[config.mk]
export PLATFORM = sky130hd
export DESIGN_NAME = modular_square_root_top
export DESIGN_NICKNAME = d
export VERILOG_FILES = /design/src/hw/rtl/msr_pkg.sv /design/src/hw/rtl/msr_rem.sv /design/src/hw/rtl/modular_square_root_top.sv
export SDC_FILE = /design/constraint.sdc
export NUM_CORES = 2
export LEC_CHECK = 0
export BUFFER_PORTS_ARGS = -buffer_cell sky130_fd_sc_hd__buf_4
export CAP_MARGIN = 20
export CORE_UTILIZATION = 48
export DETAILED_ROUTE_END_ITERATION = 7
export HOLD_SLACK_MARGIN = 0.12
export PLACE_DENSITY = 0.74
export RECOVER_POWER = 50
export SLEW_MARGIN = 40
export SYNTH_ARGS = -nofsm -noshare
export SYNTH_HDL_FRONTEND = slang
export SYNTH_SLANG_ARGS = --single-unit
[constraint.sdc]
create_clock -name clk -period 11.45 [get_ports clk]
set_input_delay 0 -clock clk [delete_from_list [all_inputs] [get_ports clk]]
set_output_delay 0 -clock clk [all_outputs]
set_load 0.01 [all_outputs]
[src/hw/rtl/msr_pkg.sv]
// shared types and constants for the modular square root block
package msr_pkg;

	localparam int VALUE_W = 64;
	localparam logic [31:0] SEARCH_CAP = 32'd65536;

	typedef struct packed {
		logic [63:0] value;
		logic [31:0] modulus;
	} msr_arg_t;

	typedef struct packed {
		logic [31:0] root;
		logic        has_root;
	} msr_res_t;

	// sign of the quadratic character of two at an odd residue mod 8
	function automatic logic jac_neg(input logic [2:0] idx);
		return (idx == 3'd3) || (idx == 3'd5);
	endfunction

endpackage

[src/hw/rtl/msr_rem.sv]
// shared iterative remainder unit, one numerator bit per cycle
module msr_rem #(
	parameter int W = 32
) (
	input  logic                      clk,
	input  logic                      arst_n,
	input  logic                      start,
	input  logic [msr_pkg::VALUE_W-1:0] num,
	input  logic [W-1:0]              den,
	output logic                      done,
	output logic [W-1:0]              rem
);
	localparam int CW = $clog2(msr_pkg::VALUE_W + 1);

	logic [msr_pkg::VALUE_W-1:0] n_q;
	logic [W-1:0]                d_q;
	logic [W-1:0]                r_q;
	logic [CW-1:0]               cnt_q;
	logic                        busy_q;
	logic                        done_q;
	logic [W:0]                  t;
	logic [W:0]                  diff;

	assign t    = {r_q, n_q[msr_pkg::VALUE_W-1]};
	assign diff = t - {1'b0, d_q};

	always_ff @(posedge clk or negedge arst_n) begin
		if (!arst_n) begin
			busy_q <= 1'b0;
			done_q <= 1'b0;
			cnt_q  <= '0;
		end else begin
			done_q <= 1'b0;
			if (start) begin
				busy_q <= 1'b1;
				cnt_q  <= CW'(msr_pkg::VALUE_W);
			end else if (busy_q) begin
				cnt_q <= cnt_q - 1'b1;
				if (cnt_q == CW'(1)) begin
					busy_q <= 1'b0;
					done_q <= 1'b1;
				end
			end
		end
	end

	always_ff @(posedge clk) begin
		if (start) begin
			n_q <= num;
			d_q <= den;
			r_q <= '0;
		end else if (busy_q) begin
			n_q <= n_q << 1;
			if (t >= {1'b0, d_q}) begin
				r_q <= diff[W-1:0];
			end else begin
				r_q <= t[W-1:0];
			end
		end
	end

	assign done = done_q;
	assign rem  = r_q;
endmodule

[src/hw/rtl/modular_square_root_top.sv]
// top level of the modular square root block (tonelli-shanks family)
//
// each request carries a 64-bit value and an odd prime modulus, of which the low MOD_WIDTH
// bits are used. the block reduces the value, finds its quadratic character with a binary
// jacobi loop and, for a residue, returns a square root (3 or 7 mod 8: one exponentiation,
// 5 mod 8: candidate root times a power of two if it misses, otherwise full tonelli-shanks with a
// search for a non-residue). a non-residue or a value divisible by the modulus gives root 0
// and has_root 0; modulus 1 gives root 0, has_root 1; modulus 0 gives 0, 0. a composite
// modulus gives a deterministic but meaningless root. every remainder is taken by one
// shared remainder unit that retires one bit per cycle: the reduction of the value, every
// jacobi step and every modular multiply. an exponentiation with an n-bit exponent takes
// at most 2n-1 multiplies. the time for 1 mod 8 grows with the two-adic order e of
// modulus-1 and with how far the non-residue search runs (each candidate is one full
// exponentiation). the block takes one request at a time and holds stall high until its
// result is loaded into the output register; a finished result may wait there while the
// next request is taken.
module modular_square_root_top #(
	parameter int MOD_WIDTH = 32
) (
	input  logic              clk,
	input  logic              arst_n,
	input  logic              arg_valid,
	output logic              arg_stall,
	input  msr_pkg::msr_arg_t arg,
	output logic              res_valid,
	input  logic              res_stall,
	output msr_pkg::msr_res_t res
);
	localparam int W  = MOD_WIDTH;
	localparam int EW = $clog2(W);

	typedef enum logic [5:0] {
		IDLE, RED, J_M2, J_X, J_X2, J_REM, J_END, ROOT,
		R37, R5A, R5B, R5C, R5D,
		TS, TS_Z, TS_ZC, TS_E, TS_F, TS_G, TS_H, TS_H1, TS_H2, TS_H3,
		TS_R1, TS_R2, TS_R3,
		PW_LOOP, PW_ACC, PW_SQ, PW_SQD,
		MUL, MWAIT, DONE
	} state_t;

	state_t state_q, pw_ret_q, mul_ret_q;

	// working registers
	logic [W-1:0]  m_q, a_q, jx_q, jm_q, q_q, z_q, f_q, gen_q, g_q, r_q;
	logic [W-1:0]  pb_q, pe_q, pacc_q, mx_q, my_q, mres_q;
	logic [EW-1:0] e_q, h_q;
	logic          tw_q, neg_q;
	logic [W-1:0]  root_q;
	logic          ok_q;
	logic          out_valid_q;
	msr_pkg::msr_res_t out_q;

	// shared remainder unit hookup
	logic                        rem_start, rem_done;
	logic [msr_pkg::VALUE_W-1:0] rem_num;
	logic [W-1:0]                rem_den, rem_val;
	logic [2*W-1:0]              prod;
	logic [W-1:0]                m_in;
	logic                        can_load;
	logic [W:0]                  m_ext;

	assign m_in     = arg.modulus[W-1:0];
	assign m_ext    = {1'b0, m_q};
	assign prod     = (2*W)'(mx_q) * (2*W)'(my_q);
	assign can_load = !out_valid_q || !res_stall;

	always_comb begin
		rem_start = 1'b0;
		rem_num   = msr_pkg::VALUE_W'(prod);
		rem_den   = m_q;
		unique case (state_q)
			IDLE: begin
				rem_start = arg_valid && (m_in > W'(1));
				rem_num   = arg.value;
				rem_den   = m_in;
			end
			J_X2: begin
				rem_start = jx_q[0];
				rem_num   = msr_pkg::VALUE_W'(jm_q);
				rem_den   = jx_q;
			end
			MUL: rem_start = 1'b1;
			default: ;
		endcase
	end

	msr_rem #(.W(W)) u_rem (
		.clk    (clk),
		.arst_n (arst_n),
		.start  (rem_start),
		.num    (rem_num),
		.den    (rem_den),
		.done   (rem_done),
		.rem    (rem_val)
	);

	assign arg_stall = (state_q != IDLE);
	assign res_valid = out_valid_q;
	assign res       = out_q;

	always_ff @(posedge clk or negedge arst_n) begin
		if (!arst_n) begin
			state_q     <= IDLE;
			pw_ret_q    <= IDLE;
			mul_ret_q   <= IDLE;
			out_valid_q <= 1'b0;
		end else begin
			// result taken, unless the next one loads in this same cycle
			if (out_valid_q && !res_stall && state_q != DONE) begin
				out_valid_q <= 1'b0;
			end
			unique case (state_q)
				IDLE: begin
					if (arg_valid) begin
						m_q    <= m_in;
						root_q <= '0;
						ok_q   <= (m_in == W'(1));
						if (m_in > W'(1)) begin
							state_q <= RED;
						end else begin
							state_q <= DONE;
						end
					end
				end
				RED: begin
					if (rem_done) begin
						a_q  <= rem_val;
						jx_q <= rem_val;
						jm_q <= m_q;
						tw_q <= 1'b0;
						if (rem_val == '0 || (!rem_val[0] && !m_q[0])) begin
							state_q <= DONE;
						end else begin
							state_q <= J_M2;
						end
					end
				end
				// strip twos from an even modulus
				J_M2: begin
					if (!jm_q[0]) begin
						jm_q <= jm_q >> 1;
						tw_q <= ~tw_q;
					end else begin
						neg_q   <= tw_q & msr_pkg::jac_neg(jx_q[2:0]);
						state_q <= J_X;
					end
				end
				J_X: begin
					tw_q <= 1'b0;
					if (jx_q == '0) begin
						state_q <= J_END;
					end else begin
						state_q <= J_X2;
					end
				end
				J_X2: begin
					if (!jx_q[0]) begin
						jx_q <= jx_q >> 1;
						tw_q <= ~tw_q;
					end else begin
						neg_q <= neg_q ^ (tw_q & msr_pkg::jac_neg(jm_q[2:0]))
							^ (jx_q[1] & jm_q[1]);
						state_q <= J_REM;
					end
				end
				J_REM: begin
					if (rem_done) begin
						jm_q    <= jx_q;
						jx_q    <= rem_val;
						state_q <= J_X;
					end
				end
				J_END: begin
					if (jm_q == W'(1) && !neg_q) begin
						ok_q    <= 1'b1;
						state_q <= ROOT;
					end else begin
						state_q <= DONE;
					end
				end
				ROOT: begin
					pacc_q  <= W'(1);
					pb_q    <= a_q;
					state_q <= PW_LOOP;
					unique case (m_q[2:0])
						3'd3, 3'd7: begin
							pe_q     <= W'((m_ext + 1'b1) >> 2);
							pw_ret_q <= R37;
						end
						3'd5: begin
							pe_q     <= W'((m_ext + 2'd3) >> 3);
							pw_ret_q <= R5A;
						end
						default: state_q <= TS;
					endcase
				end
				R37: begin
					root_q  <= pacc_q;
					state_q <= DONE;
				end
				R5A: begin
					r_q       <= pacc_q;
					mx_q      <= pacc_q;
					my_q      <= pacc_q;
					mul_ret_q <= R5B;
					state_q   <= MUL;
				end
				R5B: begin
					if (mres_q != a_q) begin
						pb_q     <= W'(2);
						pe_q     <= (m_q - 1'b1) >> 2;
						pacc_q   <= W'(1);
						pw_ret_q <= R5C;
						state_q  <= PW_LOOP;
					end else begin
						root_q  <= r_q;
						state_q <= DONE;
					end
				end
				R5C: begin
					mx_q      <= r_q;
					my_q      <= pacc_q;
					mul_ret_q <= R5D;
					state_q   <= MUL;
				end
				R5D: begin
					root_q  <= mres_q;
					state_q <= DONE;
				end
				TS: begin
					if (a_q == W'(1)) begin
						root_q  <= W'(1);
						state_q <= DONE;
					end else begin
						q_q     <= m_q - 1'b1;
						z_q     <= W'(2);
						e_q     <= '0;
						state_q <= TS_Z;
					end
				end
				// non-residue search
				TS_Z: begin
					if (z_q < m_q && 32'(z_q) < msr_pkg::SEARCH_CAP) begin
						pb_q     <= z_q;
						pe_q     <= q_q >> 1;
						pacc_q   <= W'(1);
						pw_ret_q <= TS_ZC;
						state_q  <= PW_LOOP;
					end else begin
						z_q     <= '0;
						state_q <= TS_E;
					end
				end
				TS_ZC: begin
					if (pacc_q == q_q) begin
						state_q <= TS_E;
					end else begin
						z_q     <= z_q + 1'b1;
						state_q <= TS_Z;
					end
				end
				TS_E: begin
					if (q_q != '0 && !q_q[0]) begin
						q_q <= q_q >> 1;
						e_q <= e_q + 1'b1;
					end else begin
						pb_q     <= a_q;
						pe_q     <= q_q;
						pacc_q   <= W'(1);
						pw_ret_q <= TS_F;
						state_q  <= PW_LOOP;
					end
				end
				TS_F: begin
					f_q      <= pacc_q;
					pb_q     <= z_q;
					pe_q     <= q_q;
					pacc_q   <= W'(1);
					pw_ret_q <= TS_G;
					state_q  <= PW_LOOP;
				end
				TS_G: begin
					gen_q   <= pacc_q;
					g_q     <= '0;
					h_q     <= '0;
					state_q <= TS_H;
				end
				TS_H: begin
					pacc_q  <= W'(1);
					state_q <= PW_LOOP;
					if (h_q < e_q) begin
						pb_q     <= gen_q;
						pe_q     <= g_q;
						pw_ret_q <= TS_H1;
					end else begin
						pb_q     <= a_q;
						pe_q     <= W'(({1'b0, q_q} + 1'b1) >> 1);
						pw_ret_q <= TS_R1;
					end
				end
				TS_H1: begin
					mx_q      <= pacc_q;
					my_q      <= f_q;
					mul_ret_q <= TS_H2;
					state_q   <= MUL;
				end
				TS_H2: begin
					pb_q     <= mres_q;
					pe_q     <= W'(1) << (e_q - h_q - 1'b1);
					pacc_q   <= W'(1);
					pw_ret_q <= TS_H3;
					state_q  <= PW_LOOP;
				end
				TS_H3: begin
					if (pacc_q == m_q - 1'b1) begin
						g_q <= g_q | (W'(1) << h_q);
					end
					h_q     <= h_q + 1'b1;
					state_q <= TS_H;
				end
				TS_R1: begin
					r_q      <= pacc_q;
					pb_q     <= gen_q;
					pe_q     <= g_q >> 1;
					pacc_q   <= W'(1);
					pw_ret_q <= TS_R2;
					state_q  <= PW_LOOP;
				end
				TS_R2: begin
					mx_q      <= r_q;
					my_q      <= pacc_q;
					mul_ret_q <= TS_R3;
					state_q   <= MUL;
				end
				TS_R3: begin
					root_q  <= mres_q;
					state_q <= DONE;
				end
				// square and multiply, lsb first
				PW_LOOP: begin
					if (pe_q == '0) begin
						state_q <= pw_ret_q;
					end else if (pe_q[0]) begin
						mx_q      <= pacc_q;
						my_q      <= pb_q;
						mul_ret_q <= PW_ACC;
						state_q   <= MUL;
					end else begin
						state_q <= PW_SQ;
					end
				end
				PW_ACC: begin
					pacc_q  <= mres_q;
					state_q <= PW_SQ;
				end
				PW_SQ: begin
					if (pe_q == W'(1)) begin
						pe_q    <= '0;
						state_q <= PW_LOOP;
					end else begin
						mx_q      <= pb_q;
						my_q      <= pb_q;
						mul_ret_q <= PW_SQD;
						state_q   <= MUL;
					end
				end
				PW_SQD: begin
					pb_q    <= mres_q;
					pe_q    <= pe_q >> 1;
					state_q <= PW_LOOP;
				end
				MUL: state_q <= MWAIT;
				MWAIT: begin
					if (rem_done) begin
						mres_q  <= rem_val;
						state_q <= mul_ret_q;
					end
				end
				DONE: begin
					if (can_load) begin
						out_q.root     <= 32'(root_q);
						out_q.has_root <= ok_q;
						out_valid_q    <= 1'b1;
						state_q        <= IDLE;
					end
				end
				default: state_q <= IDLE;
			endcase
		end
	end
endmodule

==> impl_metrics.tcl <==
set metrics [dict create \
    status "complete, but fails checks" \
    violations "DRC, capacitance limit, slew limit" \
    place.gp.congestion 1.03 \
    place_ws_ns 2.36 \
    netlist.area_leader.share_pct 28.3 \
    cp.required_ns 11.84 \
    die-area_um2 153000 \
    finClkSkew_ns 0.0732 \
    clock.fmax_ghz 0.106 \
    synth_commonest_cells "inv_1 (1,050), fa_1 (898), nand2_1 (853), edfxtp_1 (686), and2_1 (605)" \
    critPathSlowestCell "o311ai_1" \
    clock-root-buffer "clkbuf_16" \
    path_buf_inv 3 \
    setup_viol 0 \
    yosysWarningCount 0 \
    synth_area_per_cell_um2 9.80 \
    first_pass_iters 8 \
    synth_edf_count 686 \
    slew-limit-headroom_pct -97.6 \
    wl_per_cell_um 27.7 \
    worstPathCellList "buf_4, and2_1, fa_1, fa_1, inv_1, fa_1, fa_1, fa_1, inv_1, fa_1, fa_1, fa_1, ha_1, nand2_1, o311ai_1, a41o_1, xnor2_1, nor2_1, a221oi_1, a21oi_1" \
    synth_nets 8786 \
    crit_type "reg2reg" \
    synthTopCellsByArea "edfxtp_1 (28%), fa_1 (25%), ha_1 (6.0%)" \
    yosys_most_used_dff "edfxtp_1" \
    worstMarginPinSlew_ns 2.96 \
    syn_inst 7437 \
    powerDensity_nw_per_um2 71.2 \
    netlist-cell-type-count 84 \
    clock_latency_ns 0.73 \
    antenna_found_initial 13 \
    syn2layout_area_growth_pct 9.87 \
    port_buffers 134 \
    hpwlAfterDp_um 200000 \
    drt_iter0_drc 8072 \
    cp-start-kind "register" \
    via_per_inst 6.19 \
    crit_family "adder cells" \
    ys_ff_latch 743 \
    setup_ws_ns 2.05 \
    slew_violations 615 \
    track_usage_pct 34.6 \
    dp_cells 9284 \
    drc 21 \
    largest_reg_flops 64 \
    cts_made_buffers 84 \
    p_leak_nw 35.2 \
    crit_top_cell "fa_1" \
    yosysMostFrequentCell "inv_1" \
    cts_buffer_depth 3 \
    ir_worst_vdd_mv 0.109 \
    cpPeakStageDelay_ns 0.82 \
    grt_max_degree 101 \
    routed_wl_um 265000 \
    rows 142 \
    cp.arrival_ns 9.79 \
    crit_path_end_kind "register" \
    yosysSeqAreaShare_pct 30.0 \
    dieWidth_um 392 \
    synth_area_um2 72900 \
    worst-path-max-fanout 17 \
    ant_nets 0 \
    cap_viol_max_count 16 \
    io_pins 135 \
    yosysTopAreaCell "edfxtp_1" \
    clkSinkCount 743 \
    hold_ws_ns 0.216 \
    layout.cells.non_filler 9578 \
    finalPower_w 0.00570 \
    cts.clk_slew.worst_paths_ns 0.07 \
    setup_tns_ns 0 \
    synthArstFlopShare_pct 3.36 \
    vias 59200 \
    hold_class "in2reg" \
    first_global_vias 60600 \
    cts_tree "yes" \
    core_um2 150000 \
    period_needed_ns 9.40 \
    die_h_um 392 \
    drive_gt1_share_pct 5.49 \
    nets 8838 \
    top_register "u_rem.n_q" \
    rsz0062_at_grt "false" \
    htree_levels 3 \
    hold_viol_final 0 \
    global_route.overflow_total 0 \
    period_share_pct 82.1 \
    start_util_pct 48.5 \
    grt_pass1_wl_um 393000 \
]
## report_power, final
part | total (W) | switching (W) | internal [W]
registers | 0.00292 | 0.0000000000000000000230 | 0.00292
clock network | 0.00270 | 0.00121 | 0.00149
logic | 0.0000773 | 0.0000301 | 0.0000472
## cell type report
class / instances / area, µm²
Antenna cell: 8 / 20.0
Multi-Input combinational cell: 5149 / 45500
Timing Repair Buffer: 448 / 3520
Clock buffer: 102 / 2230
Clock inverter: 49 / 463
Tap cell: 2016 / 2520
Fill cell: 13300 / 70200
Inverter: 1063 / 4000
Sequential cell: 743 / 21900
## worst register-to-register path: stages (launching register included)
cell	delay (ns)
edfxtp_1	0.72
buf_4	0.40
and2_1	0.21
fa_1	0.45
fa_1	0.51
inv_1	0.06
fa_1	0.50
fa_1	0.53
fa_1	0.57
inv_1	0.05
fa_1	0.57
fa_1	0.55
fa_1	0.47
ha_1	0.59
nand2_1	0.41
o311ai_1	0.83
a41o_1	0.69
xnor2_1	0.46
nor2_1	0.14
a221oi_1	0.26
a21oi_1	0.11
## worst paths after layout
kind	from	endpoint	slack (ns)	depth (start not counted)
max	mx_q[10]	u_rem.n_q[29]	2.05	20
min	arg[80]	u_rem.n_q[48]	0.22	4
max reg2reg	mx_q[10]	u_rem.n_q[29]	2.05	20
min reg2reg	root_q[6]	res[7]	0.39	0
max in group asynchronous	arst_n	u_rem.busy_q	7.96	4
min in group asynchronous	arst_n	mul_ret_q[0]	1.76	4
## routing by layer
layer,global-route usage [%],part of all wire [%],vias to the layer above
met5,0,0.012,-
met4,22.0,7.6,6
met3,8.31,12,839
met2,53.2,44,4086
met1,44.0,36,29400
li1,-,-,24900
## cell usage in the layout, fill, tap and decap left out, types with 121 or more instances in the layout
cell type,count
a222oi_1,127
o21ai_0,206
dlygate4sd3_1,132
and2_1,603
ha_1,351
buf_4,183
a21oi_1,255
a22oi_1,121
xnor2_1,155
edfxtp_1,686
xor2_1,160
nor2_1,377
fa_1,898
nand2_1,851
inv_1,1049
## timing repair
item                                    in CTS  in global routing
setup buffers                                0                  0
hold buffers                               132                  0
endpoints found under the hold margin      196                  0
resized for setup                            0                  0
endpoints found under the setup margin       0                  0
## stage by stage
stage	util, %	cell area [µm²]
5_1_grt	53.3	80100
3_3_place_gp	50.5	75900
3_5_place_dp	50.8	76400
2_1_floorplan	-	72900
4_1_cts	53.5	80400
6_report	53.3	80100
## kinds of logic after synthesis
kind of cell    synth area share (%)
compound gates                  10.7
fa+ha+maj                       30.7
flops                           30.0
mux                            0.439
simple gates                    16.3
buf+inv                         7.98
xor+xnor                        3.87
Power figures use the tool's default switching activity.
